===== config.mk =====
export PLATFORM = sky130hd
export DESIGN_NAME = srt_time_range_parser_flat
export DESIGN_NICKNAME = d
export VERILOG_FILES = /design/src/hdl/srt_tr_pkg.sv /design/src/hdl/srt_tr_if.sv /design/src/hdl/srt_tr_parse.sv /design/src/hdl/srt_tr_outbuf.sv /design/src/hdl/srt_time_range_parser.sv /design/src/flat_wrapper.sv
export SDC_FILE = /design/constraint.sdc
export NUM_CORES = 1
export LEC_CHECK = 0
export ABC_AREA = 1
export BUFFER_PORTS_ARGS = -buffer_cell sky130_fd_sc_hd__buf_2
export CORE_UTILIZATION = 60
export CTS_CLUSTER_SIZE = 20
export DETAILED_ROUTE_END_ITERATION = 6
export PLACE_DENSITY_LB_ADDON = 0.12
export SYNTH_ARGS = -nofsm -noshare
export SYNTH_HDL_FRONTEND = slang
export SYNTH_SLANG_ARGS = --single-unit

===== constraint.sdc =====
create_clock -name clk -period 12 [get_ports clk]
set_clock_uncertainty 0.1 [all_clocks]
set_input_delay 0.6 -clock clk [delete_from_list [all_inputs] [get_ports clk]]
set_output_delay 0.6 -clock clk [all_outputs]
set_load 0.02 [all_outputs]

===== src/hdl/srt_tr_pkg.sv =====
// Shared types, character codes and digit weights for the timing line parser.
// No dependencies; every other file in hdl depends on this package.
package srt_tr_pkg;

  localparam int unsigned MS_W      = 29;
  localparam int unsigned POS_W     = 4;
  localparam int unsigned WEIGHT_W  = 26;
  localparam int unsigned PROD_W    = WEIGHT_W + 4;
  localparam logic [POS_W-1:0] TOKEN_LEN = POS_W'(12);

  localparam logic [7:0] CHAR_DASH  = 8'h2D;
  localparam logic [7:0] CHAR_GT    = 8'h3E;
  localparam logic [7:0] CHAR_COLON = 8'h3A;
  localparam logic [7:0] CHAR_COMMA = 8'h2C;
  localparam logic [7:0] CHAR_ZERO  = 8'h30;
  localparam logic [7:0] CHAR_NINE  = 8'h39;
  localparam logic [7:0] CHAR_SPACE = 8'h20;
  localparam logic [7:0] CHAR_TAB   = 8'h09;
  localparam logic [7:0] CHAR_CR    = 8'h0D;

  typedef enum logic {
    SIDE_LEFT,
    SIDE_RIGHT
  } side_t;

  typedef struct packed {
    logic [MS_W-1:0] start_ms;
    logic [MS_W-1:0] end_ms;
    logic            line_valid;
  } range_t;

  // Milliseconds contributed by one unit of the digit at a token offset.
  function automatic logic [WEIGHT_W-1:0] digit_weight(input logic [POS_W-1:0] pos);
    logic [WEIGHT_W-1:0] w;
    unique case (pos)
      POS_W'(0):  w = WEIGHT_W'(36000000);
      POS_W'(1):  w = WEIGHT_W'(3600000);
      POS_W'(3):  w = WEIGHT_W'(600000);
      POS_W'(4):  w = WEIGHT_W'(60000);
      POS_W'(6):  w = WEIGHT_W'(10000);
      POS_W'(7):  w = WEIGHT_W'(1000);
      POS_W'(9):  w = WEIGHT_W'(100);
      POS_W'(10): w = WEIGHT_W'(10);
      POS_W'(11): w = WEIGHT_W'(1);
      default:    w = '0;
    endcase
    return w;
  endfunction

  function automatic logic is_space(input logic [7:0] c);
    return (c == CHAR_SPACE) || (c >= CHAR_TAB && c <= CHAR_CR);
  endfunction

endpackage


===== src/hdl/srt_tr_if.sv =====
// Valid/ready channel interfaces for line bytes in and parsed ranges out.
// Depends on srt_tr_pkg for the millisecond width.
interface srt_tr_byte_if;
  logic       valid;
  logic       ready;
  logic [7:0] line_byte;
  logic       line_last;

  modport source (output valid, output line_byte, output line_last, input ready);
  modport sink   (input valid, input line_byte, input line_last, output ready);
endinterface

interface srt_tr_range_if;
  logic                        valid;
  logic                        ready;
  logic [srt_tr_pkg::MS_W-1:0] start_ms;
  logic [srt_tr_pkg::MS_W-1:0] end_ms;
  logic                        line_valid;

  modport source (output valid, output start_ms, output end_ms, output line_valid,
                  input ready);
  modport sink   (input valid, input start_ms, input end_ms, input line_valid,
                  output ready);
endinterface


===== src/hdl/srt_tr_parse.sv =====
// Per-byte parser state and the combinational range result for a closing byte.
// Depends on srt_tr_pkg.
module srt_tr_parse (
  input  logic               clk,
  input  logic               rst,
  input  logic               accept,
  input  logic [7:0]         line_byte,
  input  logic               line_last,
  output srt_tr_pkg::range_t result
);
  import srt_tr_pkg::*;

  side_t              side, side_next;
  logic [POS_W-1:0]   pos, pos_next;
  logic [1:0]         dashes, dashes_next;
  logic               started, started_next;
  logic               closed, closed_next;
  logic               err, err_next;
  logic [MS_W-1:0]    start_total, start_total_next;
  logic [MS_W-1:0]    running, running_next;

  logic               take;
  logic [3:0]         digit;
  logic [PROD_W-1:0]  prod;
  logic [PROD_W-1:0]  sum;
  logic               good;

  assign digit = 4'(line_byte - CHAR_ZERO);
  assign prod  = PROD_W'(digit_weight(pos)) * PROD_W'(digit);
  assign sum   = PROD_W'(running) + prod;

  // Next state for one accepted byte, before the end-of-line clear.
  always_comb begin
    side_next        = side;
    pos_next         = pos;
    dashes_next      = dashes;
    started_next     = started;
    closed_next      = closed;
    err_next         = err;
    start_total_next = start_total;
    running_next     = running;
    take             = 1'b0;

    if (side == SIDE_LEFT) begin
      if (line_byte == CHAR_DASH) begin
        // up to two dashes stay pending; a third flags an error
        if (dashes == 2'd2) err_next = 1'b1;
        else dashes_next = dashes + 2'd1;
      end else if (line_byte == CHAR_GT && dashes == 2'd2) begin
        if (pos != TOKEN_LEN) err_next = 1'b1;
        start_total_next = running;
        running_next     = '0;
        pos_next         = '0;
        dashes_next      = '0;
        started_next     = 1'b0;
        closed_next      = 1'b0;
        side_next        = SIDE_RIGHT;
      end else begin
        if (dashes != 2'd0) err_next = 1'b1;
        dashes_next = '0;
        take        = 1'b1;
      end
    end else begin
      take = 1'b1;
    end

    if (take) begin
      if (is_space(line_byte)) begin
        if (started) closed_next = 1'b1;
      end else if (closed || pos >= TOKEN_LEN) begin
        err_next = 1'b1;
      end else begin
        started_next = 1'b1;
        pos_next     = pos + POS_W'(1);
        if (pos == POS_W'(2) || pos == POS_W'(5)) begin
          if (line_byte != CHAR_COLON) err_next = 1'b1;
        end else if (pos == POS_W'(8)) begin
          if (line_byte != CHAR_COMMA) err_next = 1'b1;
        end else if (line_byte >= CHAR_ZERO && line_byte <= CHAR_NINE) begin
          running_next = sum[MS_W-1:0];
        end else begin
          err_next = 1'b1;
        end
      end
    end
  end

  // Result seen on the closing byte of a line.
  always_comb begin
    good = !err_next && side_next == SIDE_RIGHT && pos_next == TOKEN_LEN &&
           running_next >= start_total_next;
    result.line_valid = good;
    result.start_ms   = good ? start_total_next : '0;
    result.end_ms     = good ? running_next : '0;
  end

  always_ff @(posedge clk) begin
    if (rst || (accept && line_last)) begin
      side        <= SIDE_LEFT;
      pos         <= '0;
      dashes      <= '0;
      started     <= 1'b0;
      closed      <= 1'b0;
      err         <= 1'b0;
      start_total <= '0;
      running     <= '0;
    end else if (accept) begin
      side        <= side_next;
      pos         <= pos_next;
      dashes      <= dashes_next;
      started     <= started_next;
      closed      <= closed_next;
      err         <= err_next;
      start_total <= start_total_next;
      running     <= running_next;
    end
  end

  a_pos_bound: assert property (@(posedge clk) disable iff (rst) pos <= TOKEN_LEN)
    else $error("token position ran past twelve");
  a_line_clear: assert property (@(posedge clk) disable iff (rst)
      accept && line_last |=> side == SIDE_LEFT && pos == '0 && !err && running == '0)
    else $error("state not cleared after line end");
  a_right_no_dash: assert property (@(posedge clk) disable iff (rst)
      side == SIDE_RIGHT |-> dashes == 2'd0)
    else $error("dashes pending on right side");

endmodule


===== src/hdl/srt_tr_outbuf.sv =====
// Two-entry result buffer: output register plus a skid entry, so bytes keep
// flowing while a finished range waits. Depends on srt_tr_pkg.
module srt_tr_outbuf (
  input  logic               clk,
  input  logic               rst,
  input  logic               push,
  input  srt_tr_pkg::range_t push_data,
  output logic               space,
  output logic               out_valid,
  input  logic               out_ready,
  output srt_tr_pkg::range_t out_data
);
  import srt_tr_pkg::*;

  logic   main_valid, skid_valid;
  range_t main_data, skid_data;
  logic   pop;

  assign pop       = main_valid && out_ready;
  assign space     = !skid_valid;
  assign out_valid = main_valid;
  assign out_data  = main_data;

  always_ff @(posedge clk) begin
    if (rst) begin
      main_valid <= 1'b0;
      skid_valid <= 1'b0;
    end else if (!main_valid || pop) begin
      if (skid_valid) begin
        main_valid <= 1'b1;
        main_data  <= skid_data;
        skid_valid <= push;
        if (push) skid_data <= push_data;
      end else begin
        main_valid <= push;
        if (push) main_data <= push_data;
      end
    end else if (push) begin
      skid_valid <= 1'b1;
      skid_data  <= push_data;
    end
  end

  a_skid_behind_main: assert property (@(posedge clk) disable iff (rst)
      skid_valid |-> main_valid)
    else $error("skid entry holds a request ahead of the output register");
  a_no_overflow: assert property (@(posedge clk) disable iff (rst)
      !(push && skid_valid))
    else $error("request pushed into a full buffer");
  a_hold_stalled: assert property (@(posedge clk) disable iff (rst)
      main_valid && !out_ready |=> main_valid && $stable(main_data))
    else $error("stalled result changed");

endmodule


===== src/hdl/srt_time_range_parser.sv =====
// Top level of the timing line parser: byte channel in, range channel out.
// Depends on srt_tr_pkg, srt_tr_if, srt_tr_parse and srt_tr_outbuf.
//
// Takes one byte of a "HH:MM:SS,mmm --> HH:MM:SS,mmm" line per cycle while
// ready is high, with line_last on the final byte, and returns one range
// request per line: start and end in milliseconds and line_valid (both times
// zero when invalid). Each byte is folded into the parser registers in the
// cycle it is accepted, one digit-weight multiply and add per byte; the range
// is registered into the output register, or into the skid entry while an
// earlier range waits. The two-entry output buffer lets the byte stream go on
// while a range waits, so ready drops only when two ranges are waiting unread.
module srt_time_range_parser (
  input  logic clk,
  input  logic rst,
  srt_tr_byte_if.sink    line_in,
  srt_tr_range_if.source range_out
);
  import srt_tr_pkg::*;

  logic   space;
  logic   accept;
  range_t parsed;
  range_t held;

  assign line_in.ready = space;
  assign accept        = line_in.valid && space;

  srt_tr_parse u_parse (
    .clk       (clk),
    .rst       (rst),
    .accept    (accept),
    .line_byte (line_in.line_byte),
    .line_last (line_in.line_last),
    .result    (parsed)
  );

  srt_tr_outbuf u_outbuf (
    .clk       (clk),
    .rst       (rst),
    .push      (accept && line_in.line_last),
    .push_data (parsed),
    .space     (space),
    .out_valid (range_out.valid),
    .out_ready (range_out.ready),
    .out_data  (held)
  );

  assign range_out.start_ms   = held.start_ms;
  assign range_out.end_ms     = held.end_ms;
  assign range_out.line_valid = held.line_valid;

endmodule

===== src/flat_wrapper.sv =====
// flat-port wrapper written by rule: the top's interface ports become plain ports
module srt_time_range_parser_flat import srt_tr_pkg::*;
  (clk, rst, line_in_valid, line_in_line_byte, line_in_line_last, line_in_ready, range_out_valid, range_out_start_ms, range_out_end_ms, range_out_line_valid, range_out_ready);
  srt_tr_byte_if line_in_i ();
  srt_tr_range_if range_out_i ();
  input  logic clk;
  input  logic rst;
  input wire logic [$bits(line_in_i.valid)-1:0] line_in_valid;
  input wire logic [$bits(line_in_i.line_byte)-1:0] line_in_line_byte;
  input wire logic [$bits(line_in_i.line_last)-1:0] line_in_line_last;
  output wire logic [$bits(line_in_i.ready)-1:0] line_in_ready;
  output wire logic [$bits(range_out_i.valid)-1:0] range_out_valid;
  output wire logic [$bits(range_out_i.start_ms)-1:0] range_out_start_ms;
  output wire logic [$bits(range_out_i.end_ms)-1:0] range_out_end_ms;
  output wire logic [$bits(range_out_i.line_valid)-1:0] range_out_line_valid;
  input wire logic [$bits(range_out_i.ready)-1:0] range_out_ready;
  assign line_in_i.valid = line_in_valid;
  assign line_in_i.line_byte = line_in_line_byte;
  assign line_in_i.line_last = line_in_line_last;
  assign line_in_ready = line_in_i.ready;
  assign range_out_valid = range_out_i.valid;
  assign range_out_start_ms = range_out_i.start_ms;
  assign range_out_end_ms = range_out_i.end_ms;
  assign range_out_line_valid = range_out_i.line_valid;
  assign range_out_i.ready = range_out_ready;
  srt_time_range_parser u_core (.clk(clk), .rst(rst), .line_in(line_in_i), .range_out(range_out_i));
endmodule

==> summary.md <==
| Metric | Value |
|---|---|
| First-pass GRT wire length | about 58 mm |
| Fin util | between 60% and 70% |
| Post-DR wirelength/cell | 16.6 um |
| Remaining antenna violation count | 0 |
| Post_cts resized | 0 |
| Area Growth Syn to Fin | 9.32% |
| Routed WL | around 36 mm |
| Seq/Total Area, Yosys | between 30% and 40% |
| Die width | approximately 150 um |
| Crit. End Element | register |
| Multi-input logic area | between 6000 and 7000 um2 |
| Core area | roughly 23000 um2 |
| Initial Util | 61.3% |
| Slew of the pin with the lowest slew margin | 928 ps |
| Clock root cell | clkbuf_16 |
| Pin count of the biggest net entering global routing | between 60 and 70 |
| Antenna cells | 0 |
| Worst Hold Class | input port to register |
| Startpoint Class | input port |
| Reg area | 5330 um2 |
| Sink Count | ~210 |
| Area leader, netlist | edfxtp_1 |
| CTS Hold Bufs | 0 |
| Clock period minus worst slack | roughly 7100 ps |
| Clock-pin slew on the worst setup and hold paths | around 60 ps |
| Rel. slew slack | a little under two fifths |
| Yosys top cell area share | 25.5% |
| CTS tree | done |
| Final hold slack | between 200 and 250 ps |
| H-tree depth | 1 |
| Ys Warns | 0 |
| Finish-stage setup viols | 0 |
| Total Routing Usage GR | 30.9% |
| Initial antenna violation count | 0 |
| Status | finished, final reports clean |
| Clock Path Buffers | 3 |
| Critical Path AT | 7410 ps |
| Number of port buffers | between 70 and 80 |
| F_max | approximately 0.14 GHz |
| Synth area leaders | edfxtp_1 25%, dfxtp_1 13%, nand2_1 12%, inv_1 9.9%, fa_1 9.2% |
| Maximum vdd drop | ~0.00012 V |
| RSZ-0062 raised after global routing | false |
| Post-synthesis cell count | roughly 1800 |
| MaxCap Viol Count | 0 |
| Setup Buffers After CTS | 0 |
| Fill cells | a little under 2000 |
| Vias in the first global route | 11171 |
| Synth Cell Area | approximately 14000 um2 |
| Commonest non-fill, non-tap cell in the layout | nand2_1 |
| Most frequent cells in the layout | 430 x nand2_1, 369 x inv_1, 128 x nand3_1 |
| CP Class | input port to register |
| Drt via density | 5.47 |
| Power Density | about 130 nW/um2 |
| Mean Syn Cell Area | 7.65 um2 |
| Synth Register Bits | roughly 210 |
| IO Count | 74 |
| Netlist cell types | 39 |
| CP max FO | 45 |
| Layout cell share with drive strength beyond 1 | under 10% |
| Final Max Slew Viols | 0 |
| Routed via count | between 10000 and 15000 |
| CTS Buf Count | 23 |
| Total die area | ~24000 um2 |
| Routability cong. | slightly below 1 |
| GRT Residual Overflow | 0 |
| Critical path data required time | approximately 12000 ps |
| Syn nets | approximately 2000 |
| Final Hold Viols | 0 |
| DPL Wire Length | roughly 27 mm |
| Period Utilization, post-route | about three fifths |
| Setup TNS | 0 ps |
| Initial DRC Count | between 900 and 1000 |
| # rows | 55 |
| Drt pass-1 iters | 6 |
| Cell count after placement | 2126 |
| Die H | about 150 um |
| Nets | 2021 |
| Clock latency on the worst-skew pair | ~540 ps |
| Leak | 7.79 nW |
| DRC | 0 |
| Finished Layout Cells | 2168 |
[worst max-delay path, stage by stage]
cell     delay, ps
buf_2          370
nand2_1        150
inv_1          110
fa_1           420
fa_1           560
inv_1           60
fa_1           540
inv_1           50
ha_1           350
a21oi_1        380
nor2_1          80
nor2_1         100
nand2_1         90
xnor2_1        140
inv_1           60
o21ai_0        390
inv_1          130
ha_1           370
nand4_1        150
or2_2          320
nor3_1         270
nand4_1        140
nand3_1        150
nand4_1        570
buf_4          530
inv_1          170
and2_1         140
[registers in the layout, indices dropped and copies added, names as in the netlist, named ones only]
signal	count
u_core.u_parse.running	29
u_core.u_parse.closed	1
u_core.u_parse.started	1
u_core.u_parse.start_total	29
u_core.u_outbuf.out_valid	1
u_core.u_outbuf.skid_data	59
u_core.u_parse.dashes	2
u_core.u_parse.err	1
u_core.u_outbuf.out_data	59
u_core.u_parse.side	1
u_core.u_outbuf.skid_valid	1
u_core.u_parse.pos	4
[stage by stage]
step,cell area (um2),power (W),worst slack [ps]
5_1_grt,15200,0.00207,4510
6_report,15200,0.00197,4890
4_1_cts,15200,0.00197,4970
2_1_floorplan,13900,0.00115,6000
3_3_place_gp,14500,0.00128,4340
3_5_place_dp,14500,0.00128,4430
[cell type report]
class	count	area share, %
flip-flops and latches	207	35.0
repair buffers	86	3.04
multi-input cells	1174	45.5
clock buffers	28	3.90
inverters	374	9.22
clock inverters	14	0.945
well taps	285	2.34
[kinds of logic (layout without fill, tap and decap cells)]
group / after synthesis / in the layout / synth area share [%]
adders and majority gates: 142 / 142 / 16.2
AOI/OAI and AO/OA: 279 / 279 / 10.5
buffers and inverters: 438 / 502 / 12.1
xor gates and xnor gates: 12 / 12 / 0.755
DFF: 207 / 207 / 38.2
and+or+nand+nor: 741 / 741 / 22.2
[cell usage after synthesis (all sizes together)]
master	count
a211oi	4
a21boi	3
a21oi	121
a221oi	1
a22oi	2
a31oi	3
and2	5
and3	1
buf	21
clkbuf	43
dfxtp	89
edfxtp	118
fa	64
ha	78
inv	374
nand2	434
nand3	130
nand3b	1
nand4	21
nor2	126
nor3	20
nor4	1
o211ai	1
o21a	4
o21ai	129
o21bai	7
o22ai	2
o31ai	2
or2	2
xnor2	3
xor2	9
[per-layer routing]
metal | wire length [um] | vias to the layer above | global-route usage, %
met2 | 16600 | 418 | 51.1
met1 | 16200 | 5534 | 43.6
met3 | 2210 | 53 | 3.28
li1 | - | 5851 | -
met5 | 0 | - | 0
met4 | 911 | 0 | 8.20
[final timing paths]
| kind | from | to | slack, ps | cells after the start |
|---|---|---|---|---|
| setup / recovery | line_in_line_byte[3] | u_core.u_outbuf.skid_data[14]$_DFFE_PP_ | 4890 | 27 |
| hold / removal | rst | u_core.u_outbuf.out_valid$_SDFFE_PP0N_ | 200 | 2 |
| hold reg to reg | u_core.u_parse.start_total[27]$_SDFFE_PP0P_ | u_core.u_parse.start_total[27]$_SDFFE_PP0P_ | 380 | 2 |
| setup reg to reg | register | u_core.u_outbuf.skid_data[14]$_DFFE_PP_ | 4990 | 26 |
[power by group]
group          switching (W)  internal [W]  total (W)
combinational       0.000331      0.000163   0.000495
sequential         0.0000144      0.000766   0.000780
clock               0.000294      0.000400   0.000694
total               0.000640       0.00133    0.00197
Note: power is estimated with default switching activity, not from simulation.
